[config.mk]
export PLATFORM = sky130hd
export DESIGN_NAME = sgi_queue
export DESIGN_NICKNAME = d
export VERILOG_FILES = /design/src/design/sgi_pkg.sv /design/src/design/sgi_queue.sv
export SDC_FILE = /design/constraint.sdc
export NUM_CORES = 1
export LEC_CHECK = 0
export BUFFER_PORTS_ARGS = -buffer_cell sky130_fd_sc_hd__buf_2
export CAP_MARGIN = 15
export CORE_ASPECT_RATIO = 0.75
export CORE_UTILIZATION = 35
export DETAILED_ROUTE_END_ITERATION = 12
export GPL_TIMING_DRIVEN = 0
export PLACE_DENSITY = 0.53
export SLEW_MARGIN = 20
export SYNTH_ARGS = -nofsm -noshare
export SYNTH_HDL_FRONTEND = slang
export SYNTH_SLANG_ARGS = --single-unit
[constraint.sdc]
create_clock -name i_clk -period 3.4 [get_ports i_clk]
set_clock_uncertainty 0.1 [all_clocks]
set_input_delay 0.17 -clock i_clk [delete_from_list [all_inputs] [get_ports i_clk]]
set_output_delay 0.17 -clock i_clk [all_outputs]
set_load 0.02 [all_outputs]
[src/design/sgi_pkg.sv]
// Shared types and constants for the 3D segment intersection block.
// No dependencies; every other design file but sgi_delay refers to it by scoped name.
package sgi_pkg;

    localparam int FRAC_BITS_DEF   = 16;
    localparam int COORD_WIDTH_DEF = 32;
    localparam int TOL_WIDTH       = 16;
    localparam int LIMB            = 32;
    localparam int QUEUE_DEPTH     = 4;

    typedef enum logic [2:0] {
        RSN_HIT        = 3'd0,
        RSN_PARALLEL   = 3'd1,
        RSN_SKEW       = 3'd2,
        RSN_OUT_FIRST  = 3'd3,
        RSN_OUT_SECOND = 3'd4
    } t_reason;

    typedef struct packed {
        logic full;
        logic empty;
    } t_q_stat;

endpackage

[src/design/sgi_queue.sv]
// Short FIFO that decouples the front end from the arithmetic back end.
// Depends on sgi_pkg for the status struct.
module sgi_queue #(
    parameter int WIDTH = 8,
    parameter int DEPTH = sgi_pkg::QUEUE_DEPTH
) (
    input  logic             i_clk,
    input  logic             i_rst_n,
    input  logic             i_push,
    input  logic [WIDTH-1:0] i_data,
    input  logic             i_pop,
    output logic [WIDTH-1:0] o_data,
    output sgi_pkg::t_q_stat o_stat
);
    localparam int AW = (DEPTH > 1) ? $clog2(DEPTH) : 1;
    localparam int CNTW = $clog2(DEPTH + 1);

    logic [WIDTH-1:0] r_mem [DEPTH];
    logic [AW-1:0]    r_wptr, r_rptr;
    logic [CNTW-1:0]  r_cnt;

    assign o_stat.full  = (r_cnt == CNTW'(DEPTH));
    assign o_stat.empty = (r_cnt == '0);
    assign o_data       = r_mem[r_rptr];

    always_ff @(posedge i_clk) begin
        if (!i_rst_n) begin
            r_wptr <= '0;
            r_rptr <= '0;
            r_cnt  <= '0;
        end else begin
            if (i_push) begin
                r_wptr <= (r_wptr == AW'(DEPTH - 1)) ? '0 : r_wptr + 1'b1;
            end
            if (i_pop) begin
                r_rptr <= (r_rptr == AW'(DEPTH - 1)) ? '0 : r_rptr + 1'b1;
            end
            if (i_push && !i_pop) begin
                r_cnt <= r_cnt + 1'b1;
            end else if (i_pop && !i_push) begin
                r_cnt <= r_cnt - 1'b1;
            end
        end
    end

    always_ff @(posedge i_clk) begin
        if (i_push) begin
            r_mem[r_wptr] <= i_data;
        end
    end
endmodule

==> impl_metrics.env, run 1 <==
export IMPL_netlist_instances=86
export IMPL_ir_drop_mv=0.2390
export IMPL_p_int_uw=856.2
export IMPL_pwr_share_seq_pct=52.4
export IMPL_crit_required_ns=3.13
export IMPL_postCtsSetupRepairBufs=0
export IMPL_endpoint_kind="output pin"
export IMPL_hold_viol_final=0
export IMPL_cts_tree="done"
export IMPL_h_tree_depth=2
export IMPL_async_flop_share_pct=0
export IMPL_swShare_pct=23.28
export IMPL_grt_use_total_pct=12.36
export IMPL_synth_area_top_cells="edfxtp_1, dfxtp_1, mux4_2"
export IMPL_worstSetupPathType="flop to output pin"
export IMPL_grt_max_degree=15
export IMPL_fp_dieH_um=60.84
export IMPL_coreArea_um2=4229
export IMPL_holdWs_ns=0.07734
export IMPL_finalWirelength_um=2605
export IMPL_min_period_over_period_pct=52.09
export IMPL_fin_setup_tns_ns=0
export IMPL_postRouteAntennaNets=0
export IMPL_avgViaCountPerCell=4.669
export IMPL_drc_errors=0
export IMPL_ios=22
export IMPL_synth_top_cell_area_share_pct=59.49
export IMPL_tightest_slew_ns=0.4525
export IMPL_drt_iter0_drc=45
export IMPL_cap_violations=0
export IMPL_critPathArrivalTime_ns=1.50
export IMPL_min_path_type="input port to flop"
export IMPL_yosys_register_bits=41
export IMPL_grt_ovfl_total=0
export IMPL_critPathMaxFanout=8
export IMPL_outcome="complete, no violations"
export IMPL_num_antenna_cells=0
export IMPL_rows=20
export IMPL_clockPowerShare_pct=34.7
export IMPL_area_growth_synth_to_final_pct=22.85
export IMPL_antenna_found_initial=0
export IMPL_nFillCells=377
export IMPL_nNetsFinal=141
export IMPL_slew_violations=0
export IMPL_grt_setup_unrepaired="false"
export IMPL_yosysWarnings=0
export IMPL_dp_hpwl_um=1838
export IMPL_yosysSeqAreaShare_pct=70.64
export IMPL_p_per_area_nw_per_um2=562.4
export IMPL_synth_area_leader_cell="edfxtp_1"
export IMPL_power_leakage_nw=0.7305
export IMPL_net_switching_power_uw=259.9
export IMPL_worst_slack_ns=1.629
export IMPL_fp_dieArea_um2=4894
export IMPL_netlist_area_um2=1615
export IMPL_die_x_um=80.45
export IMPL_slew_limit_headroom_pct=69.83
export IMPL_initial_core_util_pct=38.20
export IMPL_period_minus_slack_ns=1.771
export IMPL_port_buffers=21
export IMPL_pre_cts_slack_ns=1.569
export IMPL_final_setup_viol_count=0
export IMPL_postSynthAreaPerCell_um2=18.78
export IMPL_cts_resized=0
export IMPL_clock_sinks=41
export IMPL_clock_path_buffers=2
export IMPL_grt_pass1_vias=826
export IMPL_synth_common_cells="edfxtp_1, dfxtp_1, mux4_2"
export IMPL_grt_pass1_wl_um=4036
export IMPL_yosysUniqueCellTypes=20
export IMPL_p_total_mw=1.116
export IMPL_cts_made_buffers=5
export IMPL_pwr_share_comb_pct=12.8
export IMPL_cts_root_buf="clkbuf_8"
export IMPL_vias=831
export IMPL_drive_gt1_share_pct=31.71
export IMPL_synth_most_common_cell="edfxtp_1"
export IMPL_instances_no_fill=178
export IMPL_fmax_ghz=0.5646
export IMPL_path_clk_slew_ns=0.08
export IMPL_synth_ff_type="edfxtp_1"
export IMPL_gp_congestion=0.7192
export IMPL_dr_pass1_iters=3
export IMPL_routedWlPerCell_um=14.63
export IMPL_synth_nets=105
export IMPL_clk_latency_ns=0.29
export IMPL_synth_edff_count=32
export IMPL_place_inst=162
export IMPL_crit_path_start_kind="flop"
-- cell families after synthesis --
kind of cell	Yosys count	share of synthesized area, %
AO/OA/AOI/OAI	3	1.239
XOR/XNOR	2	1.085
adder cells (fa/ha/maj)	7	5.887
buffers and inverters	6	1.936
flip-flops	41	70.64
multiplexers	12	13.63
AND/OR/NAND/NOR	15	5.577
-- cell usage in the layout (no fill, tap or decap), drive strengths merged, types with 2 or more instances in the layout --
| cell type | netlist | layout |
|---|---|---|
| mux2i | 4 | 4 |
| ha | 6 | 6 |
| nor3 | 2 | 2 |
| nor2b | 5 | 5 |
| dlygate4sd3 | 0 | 8 |
| and2 | 5 | 5 |
| mux4 | 8 | 8 |
| clkbuf | 1 | 6 |
| edfxtp | 32 | 32 |
| inv | 4 | 4 |
| dfxtp | 9 | 9 |
| buf | 1 | 22 |
-- area by class of cell --
cell class	instances	area, um^2	share of cell area [%]
sequential	41	1141	57.50
multi-input combinational	39	442.9	22.32
timing repair buffer	29	185.2	9.332
clock buffer	5	68.82	3.468
tap	55	68.82	3.468
clock inverter	3	46.29	2.333
buffer	2	16.27	0.8197
inverter	4	15.01	0.7566
-- flip-flops by register name (all words and copies together), names as in the netlist, named ones only --
name and count:
r_mem 32, r_cnt 3, r_rptr 2, r_wptr 2
-- critical path, stage by stage (launching register included) --
cell and delay [ns]:
dfxtp_1 0.34, buf_6 0.17, mux4_2 0.52, buf_2 0.17
-- worst paths after layout --
path / startpoint / endpoint / slack, ns / depth (start not counted)
hold / removal: i_rst_n / r_cnt[0] / 0.08 / 2
setup / recovery: flop / o_data[5] / 1.63 / 3
hold reg to reg: r_cnt[2] / r_cnt[2] / 0.45 / 2
setup reg to reg: r_cnt[0] / r_cnt[2] / 1.77 / 4
-- power groups by stage --
stage	sequential (mW)	clock [mW]	combinational [mW]
global placement	0.594	0	0.134
global route	0.588	0.419	0.158
CTS	0.585	0.400	0.148
finish	0.585	0.388	0.143
floorplan	0.592	0	0.0950
detailed placement	0.597	0	0.140
-- timing repair --
| action | in CTS | in global routing |
|---|---|---|
| endpoints found under the hold margin | 32 | 0 |
| hold buffers | 8 | 0 |
| endpoints found under the setup margin | 0 | 0 |
-- per-stage QoR --
stage	instance area, um^2	util [%]
4_1_cts	1984	46.92
3_5_place_dp	1789	42.31
2_1_floorplan	1615	-
5_1_grt	1984	46.92
3_3_place_gp	1789	42.31
6_report	1984	46.92
-- per-layer routing --
| layer | GRT usage, % | vias to the layer above | share of wire (%) |
|---|---|---|---|
| li1 | - | 398 | - |
| met1 | 14.13 | 408 | 43 |
| met2 | 20.58 | 17 | 50 |
| met3 | 3.609 | 8 | 4.0 |
| met4 | 8.418 | 0 | 2.5 |
| met5 | 0 | - | 0 |
No activity file was read; power rests on OpenSTA's default activity.
==> run 2: changes to the inputs <==
--- a/config.mk
+++ b/config.mk
@@ -5,13 +5,14 @@
 export SDC_FILE = /design/constraint.sdc
 export NUM_CORES = 1
 export LEC_CHECK = 0
+export ABC_AREA = 1
 export BUFFER_PORTS_ARGS = -buffer_cell sky130_fd_sc_hd__buf_2
 export CAP_MARGIN = 15
 export CORE_ASPECT_RATIO = 0.75
 export CORE_UTILIZATION = 35
 export DETAILED_ROUTE_END_ITERATION = 12
 export GPL_TIMING_DRIVEN = 0
-export PLACE_DENSITY = 0.53
+export PLACE_DENSITY = 0.55
 export SLEW_MARGIN = 20
 export SYNTH_ARGS = -nofsm -noshare
 export SYNTH_HDL_FRONTEND = slang
==> constraint.sdc (replaced) <==
create_clock -name i_clk -period 1.45 [get_ports i_clk]
set_clock_uncertainty 0.1 [all_clocks]
set_input_delay 0.0725 -clock i_clk [delete_from_list [all_inputs] [get_ports i_clk]]
set_output_delay 0.0725 -clock i_clk [all_outputs]
set_load 0.02 [all_outputs]
==> run 2 against run 1 <==
The flow now finishes with violations (setup timing). Sequential cell count is the same. Sequential share of layout area shrank 5.3 points. Largest cell class unchanged. Die area grew 2.2%. Largest power group unchanged. Worst hold slack lost 0.031 ns. Area after synthesis grew 2.2%.
==> impl_metrics.env, run 2 <==
export IMPL_outcome="finished, violations left"
export IMPL_violations="setup timing"
export IMPL_holdWs_ns=0.04680
export IMPL_p_total_mw=2.732
export IMPL_initial_core_util_pct=36.76
export IMPL_rows=21
export IMPL_synth_ff_type="edfxtp_1"
export IMPL_drt_iter0_drc=35
export IMPL_pre_cts_slack_ns=0.006731
export IMPL_synth_area_top_cells="edfxtp_1, dfxtp_1, nor2_1"
export IMPL_min_period_over_period_pct=100.0
export IMPL_hold_viol_final=0
export IMPL_grt_pass1_wl_um=5092
export IMPL_place_inst=213
export IMPL_port_buffers=21
export IMPL_grt_pass1_vias=1121
export IMPL_instances_no_fill=236
export IMPL_slew_violations=0
export IMPL_async_flop_share_pct=0
export IMPL_synthMuxAreaShare_pct=0
export IMPL_clock_sinks=41
export IMPL_crit_path_start_kind="flop"
export IMPL_synth_area_leader_cell="edfxtp_1"
export IMPL_antenna_found_initial=0
export IMPL_slew_limit_headroom_pct=74.88
export IMPL_num_antenna_cells=0
export IMPL_cap_violations=0
export IMPL_cts_tree="done"
export IMPL_worstSetupPathType="flop to output pin"
export IMPL_mostFrequentLayoutCells="edfxtp_1, nor2_1, buf_2"
export IMPL_yosysUniqueCellTypes=19
export IMPL_yosysWarnings=0
export IMPL_critPathArrivalTime_ns=1.28
export IMPL_cts_made_buffers=5
export IMPL_clock_path_buffers=2
export IMPL_routedWlPerCell_um=13.99
export IMPL_yosys_area_share_simple_pct=9.470
export IMPL_nNetsFinal=197
export IMPL_postSynthAreaPerCell_um2=12.23
export IMPL_synth_top_family_by_area="compound AO/OA/AOI/OAI gates"
export IMPL_drive_gt1_share_pct=32.40
export IMPL_yosysSeqAreaShare_pct=69.09
export IMPL_crit_required_ns=1.28
export IMPL_tightest_slew_ns=0.3763
export IMPL_worst_slack_ns=-0.0004191
export IMPL_power_leakage_nw=0.8508
export IMPL_drc_errors=0
export IMPL_top_register="r_mem"
export IMPL_h_tree_depth=2
export IMPL_grt_max_degree=15
export IMPL_synth_most_common_cell="edfxtp_1"
export IMPL_vias=1147
export IMPL_avgViaCountPerCell=4.860
export IMPL_min_path_type="input port to flop"
export IMPL_yosys_register_bits=41
export IMPL_postRouteAntennaNets=0
export IMPL_die_x_um=81.32
export IMPL_synth_nets=154
export IMPL_grt_setup_unrepaired="true"
export IMPL_finalWirelength_um=3301
export IMPL_critPathMaxFanout=5
export IMPL_gp_congestion=0.7400
export IMPL_synth_compound_area_share_pct=10.15
export IMPL_p_per_area_nw_per_um2=1240
export IMPL_synthAdderAreaFrac_pct=5.758
export IMPL_path_clk_slew_ns=0.08
export IMPL_top_regs="r_mem: 32 flops, r_cnt: 3 flops"
export IMPL_netlist_instances=135
export IMPL_layout_commonest_cell="edfxtp_1"
export IMPL_grt_ovfl_total=0
export IMPL_ir_drop_mv=0.4940
export IMPL_final_setup_viol_count=1
export IMPL_ios=22
export IMPL_dr_pass1_iters=4
export IMPL_coreArea_um2=4493
export IMPL_cts_root_buf="clkbuf_8"
export IMPL_largest_register_ffs=32
export IMPL_area_growth_synth_to_final_pct=33.41
export IMPL_grt_use_total_pct=14.92
export IMPL_clk_latency_ns=0.29
export IMPL_fp_dieArea_um2=5000
export IMPL_fmax_ghz=0.6895
export IMPL_synth_common_cells="edfxtp_1, nor2_1, inv_1, o21ai_0, dfxtp_1"
export IMPL_synth_edff_count=32
export IMPL_netlist_area_um2=1652
export IMPL_fp_dieH_um=61.49
export IMPL_period_minus_slack_ns=1.450
export IMPL_synth_xor_xnor_area_share_pct=0.5303
export IMPL_endpoint_kind="output pin"
export IMPL_dp_hpwl_um=2134
export IMPL_synth_top_cell_area_share_pct=58.18
export IMPL_nFillCells=403
[run 2: logic make-up (layout without fill, tap and decap cells)]
kind of cell             after synthesis  count (layout)
buffers and inverters                 18              62
adder cells (fa/ha/maj)                7               7
XOR/XNOR                               1               1
AO/OA/AOI/OAI                         30              30
AND/OR/NAND/NOR                       38              38
flip-flops                            41              41
[run 2: final timing paths]
kind              depth (start not counted)  slack (ns)           to  startpoint
hold reg to reg                           2        0.44    r_wptr[1]   r_wptr[1]
setup / recovery                          5     -0.0004    o_data[2]        flop
hold / removal                            3        0.05    r_wptr[1]      i_push
setup reg to reg                          4        0.07  r_mem[0][0]   r_wptr[0]
[run 2: what timing repair did]
| action | CTS | global route |
|---|---|---|
| endpoints found under the setup margin | 8 | 36 |
| endpoints found under the hold margin | 37 | 0 |
| gates resized for setup | 16 | 28 |
| pin swaps | 3 | 3 |
| buffers inserted | 4 | 0 |
| cloned | 1 | 0 |
| hold buffers | 10 | 0 |
[run 2: per-layer routing]
layer / share of wire [%] / track usage, % / vias to the layer above
met5: 0 / 0 / -
met4: 2.0 / 8.418 / 0
met3: 4.2 / 4.000 / 7
met2: 49 / 25.83 / 31
met1: 45 / 17.04 / 550
li1: - / - / 559
[run 2: power breakdown]
part	internal, mW	switching, mW
logic	0.195	0.246
clock network	0.515	0.394
registers	1.33	0.0478
[run 2: final cells by class]
type / instances / area [um^2] / area share [%]
Clock inverter: 3 / 46.29 / 2.101
Buffer: 2 / 30.03 / 1.363
Inverter: 16 / 81.33 / 3.691
Clock buffer: 5 / 68.82 / 3.123
Timing Repair Buffer: 36 / 294.0 / 13.34
Sequential cell: 41 / 1151 / 52.24
Tap cell: 57 / 71.32 / 3.237
Multi-Input combinational cell: 76 / 460.4 / 20.90
[run 2: through the flow]
stage	TNS, ns	util, %	instance area [um^2]
after floorplan	0	-	1652
after global placement	0	40.69	1828
after detailed placement	0	40.69	1828
after CTS	-0.006814	47.37	2128
after global routing	-0.2504	49.04	2203
final	-0.0004191	49.04	2203
[run 2: worst max-delay path, stage by stage, from the launching register on]
cell and delay (ns):
dfxtp_4 0.38, inv_8 0.08, buf_8 0.12, nor2_2 0.03
o22ai_1 0.19, buf_4 0.17
==> run 3: changes to the inputs <==
==> constraint.sdc (replaced) <==
create_clock -name i_clk -period 1.45 [get_ports i_clk]
set_clock_uncertainty 0.1 [all_clocks]
set_input_delay 0.3625 -clock i_clk [delete_from_list [all_inputs] [get_ports i_clk]]
set_output_delay 0.3625 -clock i_clk [all_outputs]
set_load 0.02 [all_outputs]
==> run 3 against run 2 <==
The flow still finishes with violations (setup timing). Non-clock buffer count shrank 4. Register-to-register slack is essentially flat. Global-route usage grew 0.74 points. Die area is the same. Final cell count shrank 2.1%. Setup slack lost 0.29 ns. Critical endpoint is now o_data[6]. Highest routed layer unchanged.
==> impl_metrics.env, run 3 (synthesized netlist as in run 2, its figures left out) <==
export IMPL_cpPeakStageDelay_ns=0.39
export IMPL_dr_pass1_iters=4
export IMPL_vias=1118
export IMPL_largest_register_ffs=32
export IMPL_ios=22
export IMPL_path_clk_slew_ns=0.07
export IMPL_top_regs="r_mem: 32 flops, r_cnt: 3 flops"
export IMPL_tightest_slew_ns=0.3560
export IMPL_ir_drop_mv=0.5950
export IMPL_grt_use_total_pct=15.66
export IMPL_hold_viol_final=0
export IMPL_regArea_um2=1160
export IMPL_clock_sinks=41
export IMPL_min_path_type="input port to flop"
export IMPL_worstSetupPathType="flop to output pin"
export IMPL_cts_tree="done"
export IMPL_nFillCells=388
export IMPL_period_minus_slack_ns=1.745
export IMPL_die_x_um=81.32
export IMPL_final_setup_viol_count=9
export IMPL_nNetsFinal=193
export IMPL_p_per_area_nw_per_um2=1137
export IMPL_grt_pass1_vias=1017
export IMPL_endpoint_kind="output pin"
export IMPL_cts_hold_buf=0
export IMPL_fin_setup_tns_ns=-2.204
export IMPL_slew_violations=0
export IMPL_cts_made_buffers=5
export IMPL_layout_commonest_cell="edfxtp_1"
export IMPL_mostFrequentLayoutCells="edfxtp_1, nor2_1, buf_2"
export IMPL_h_tree_depth=2
export IMPL_finalWirelength_um=3468
export IMPL_area_growth_synth_to_final_pct=38.86
export IMPL_drive_gt1_share_pct=51.15
export IMPL_antenna_found_initial=0
export IMPL_fmax_ghz=0.5731
export IMPL_grt_pass1_wl_um=5250
export IMPL_drt_iter0_drc=26
export IMPL_clock_path_buffers=2
export IMPL_crit_path_start_kind="flop"
export IMPL_slew_limit_headroom_pct=76.24
export IMPL_initial_core_util_pct=36.76
export IMPL_outcome="finished, violations left"
export IMPL_min_period_over_period_pct=120.3
export IMPL_cap_violations=0
export IMPL_critPathBufInv=3
export IMPL_port_buffers=21
export IMPL_cts_root_buf="clkbuf_8"
export IMPL_cpMaxStageDelayCell="dfxtp_4"
export IMPL_gp_congestion=0.7412
export IMPL_fp_dieH_um=61.49
export IMPL_avgViaCountPerCell=4.840
export IMPL_drc_errors=0
export IMPL_grt_ovfl_total=0
export IMPL_worstPathCellList="buf_12 > buf_8 > o21ai_2 > o22ai_2 > buf_6"
export IMPL_worst_slack_ns=-0.2950
export IMPL_power_leakage_nw=0.8670
export IMPL_critPathMaxFanout=5
export IMPL_crit_required_ns=0.99
export IMPL_num_antenna_cells=0
export IMPL_rows=21
export IMPL_violations="setup timing"
export IMPL_grt_max_degree=12
export IMPL_postRouteAntennaNets=0
export IMPL_multiInputGateArea_um2=584.3
export IMPL_fp_dieArea_um2=5000
export IMPL_coreArea_um2=4493
export IMPL_grt_setup_unrepaired="true"
export IMPL_pre_cts_slack_ns=-0.2355
export IMPL_cpLargestDelayFamily="buffers and inverters"
export IMPL_clk_latency_ns=0.29
export IMPL_dp_hpwl_um=2167
export IMPL_critPathArrivalTime_ns=1.28
export IMPL_routedWlPerCell_um=15.01
export IMPL_top_register="r_mem"
## run 3: cell count changes in the layout (fill, tap and decap cells not counted), moves of 3 or more
cell	delta
dlygate4sd3_1	-10
o22ai_1	-7
o22ai_2	+7
nor2_1	-6
buf_6	+4
inv_1	-4
nor2_4	+4
dfxtp_1	-3
inv_2	+3
o21ai_2	+3
## run 3: path summary, 6_finish.rpt
path	start	endpoint	slack, ns	depth (start not counted)
max	flop	o_data[6]	-0.30	5
min	i_data[5]	r_mem[3][5]	0.19	1
max reg2reg	r_wptr[0]	r_mem[0][4]	0.06	4
min reg2reg	r_wptr[1]	r_wptr[1]	0.42	2
## run 3: what timing repair did
| item | in CTS | in global routing |
|---|---|---|
| gates cloned | 2 | 0 |
| setup endpoints to repair | 10 | 35 |
| resized for setup | 54 | 21 |
| pin swaps | 8 | 6 |
| buffers inserted | 8 | 1 |
## run 3: where the power goes
group / switching, mW / leakage, nW / internal, mW
logic: 0.287 / 0.456 / 0.260
clock network: 0.345 / 0.0387 / 0.324
registers: 0.0545 / 0.372 / 1.34
total: 0.686 / 0.867 / 1.92
## run 3: layer usage
metal	up-vias	part of all wire, %	global-route usage (%)
li1	553	-	-
met1	541	48	20.09
met2	16	48	24.88
met3	8	2.7	4.148
met4	0	1.8	7.653
met5	-	0	0
## run 3: area by class of cell
| type | instances | area share, % |
|---|---|---|
| tap | 57 | 3.110 |
| sequential | 41 | 50.57 |
| timing repair buffer | 32 | 12.60 |
| inverter | 16 | 3.601 |
| buffer | 2 | 1.309 |
| clock buffer | 6 | 3.164 |
| multi-input combinational | 76 | 25.48 |
| clock inverter | 1 | 0.1637 |
## run 3: per-stage QoR
step           cells  hold slack [ns]  area, um^2  power [mW]  util [%]
2_1_floorplan    135           0.3614        1707       1.642         -
3_3_place_gp     213           0.4059        1883       1.752     41.91
3_5_place_dp     213           0.4243        1883       1.769     41.91
4_1_cts          230           0.1800        2226       2.591     49.54
5_1_grt          231           0.1854        2293       2.735     51.04
6_report         231           0.1897        2293       2.609     51.04
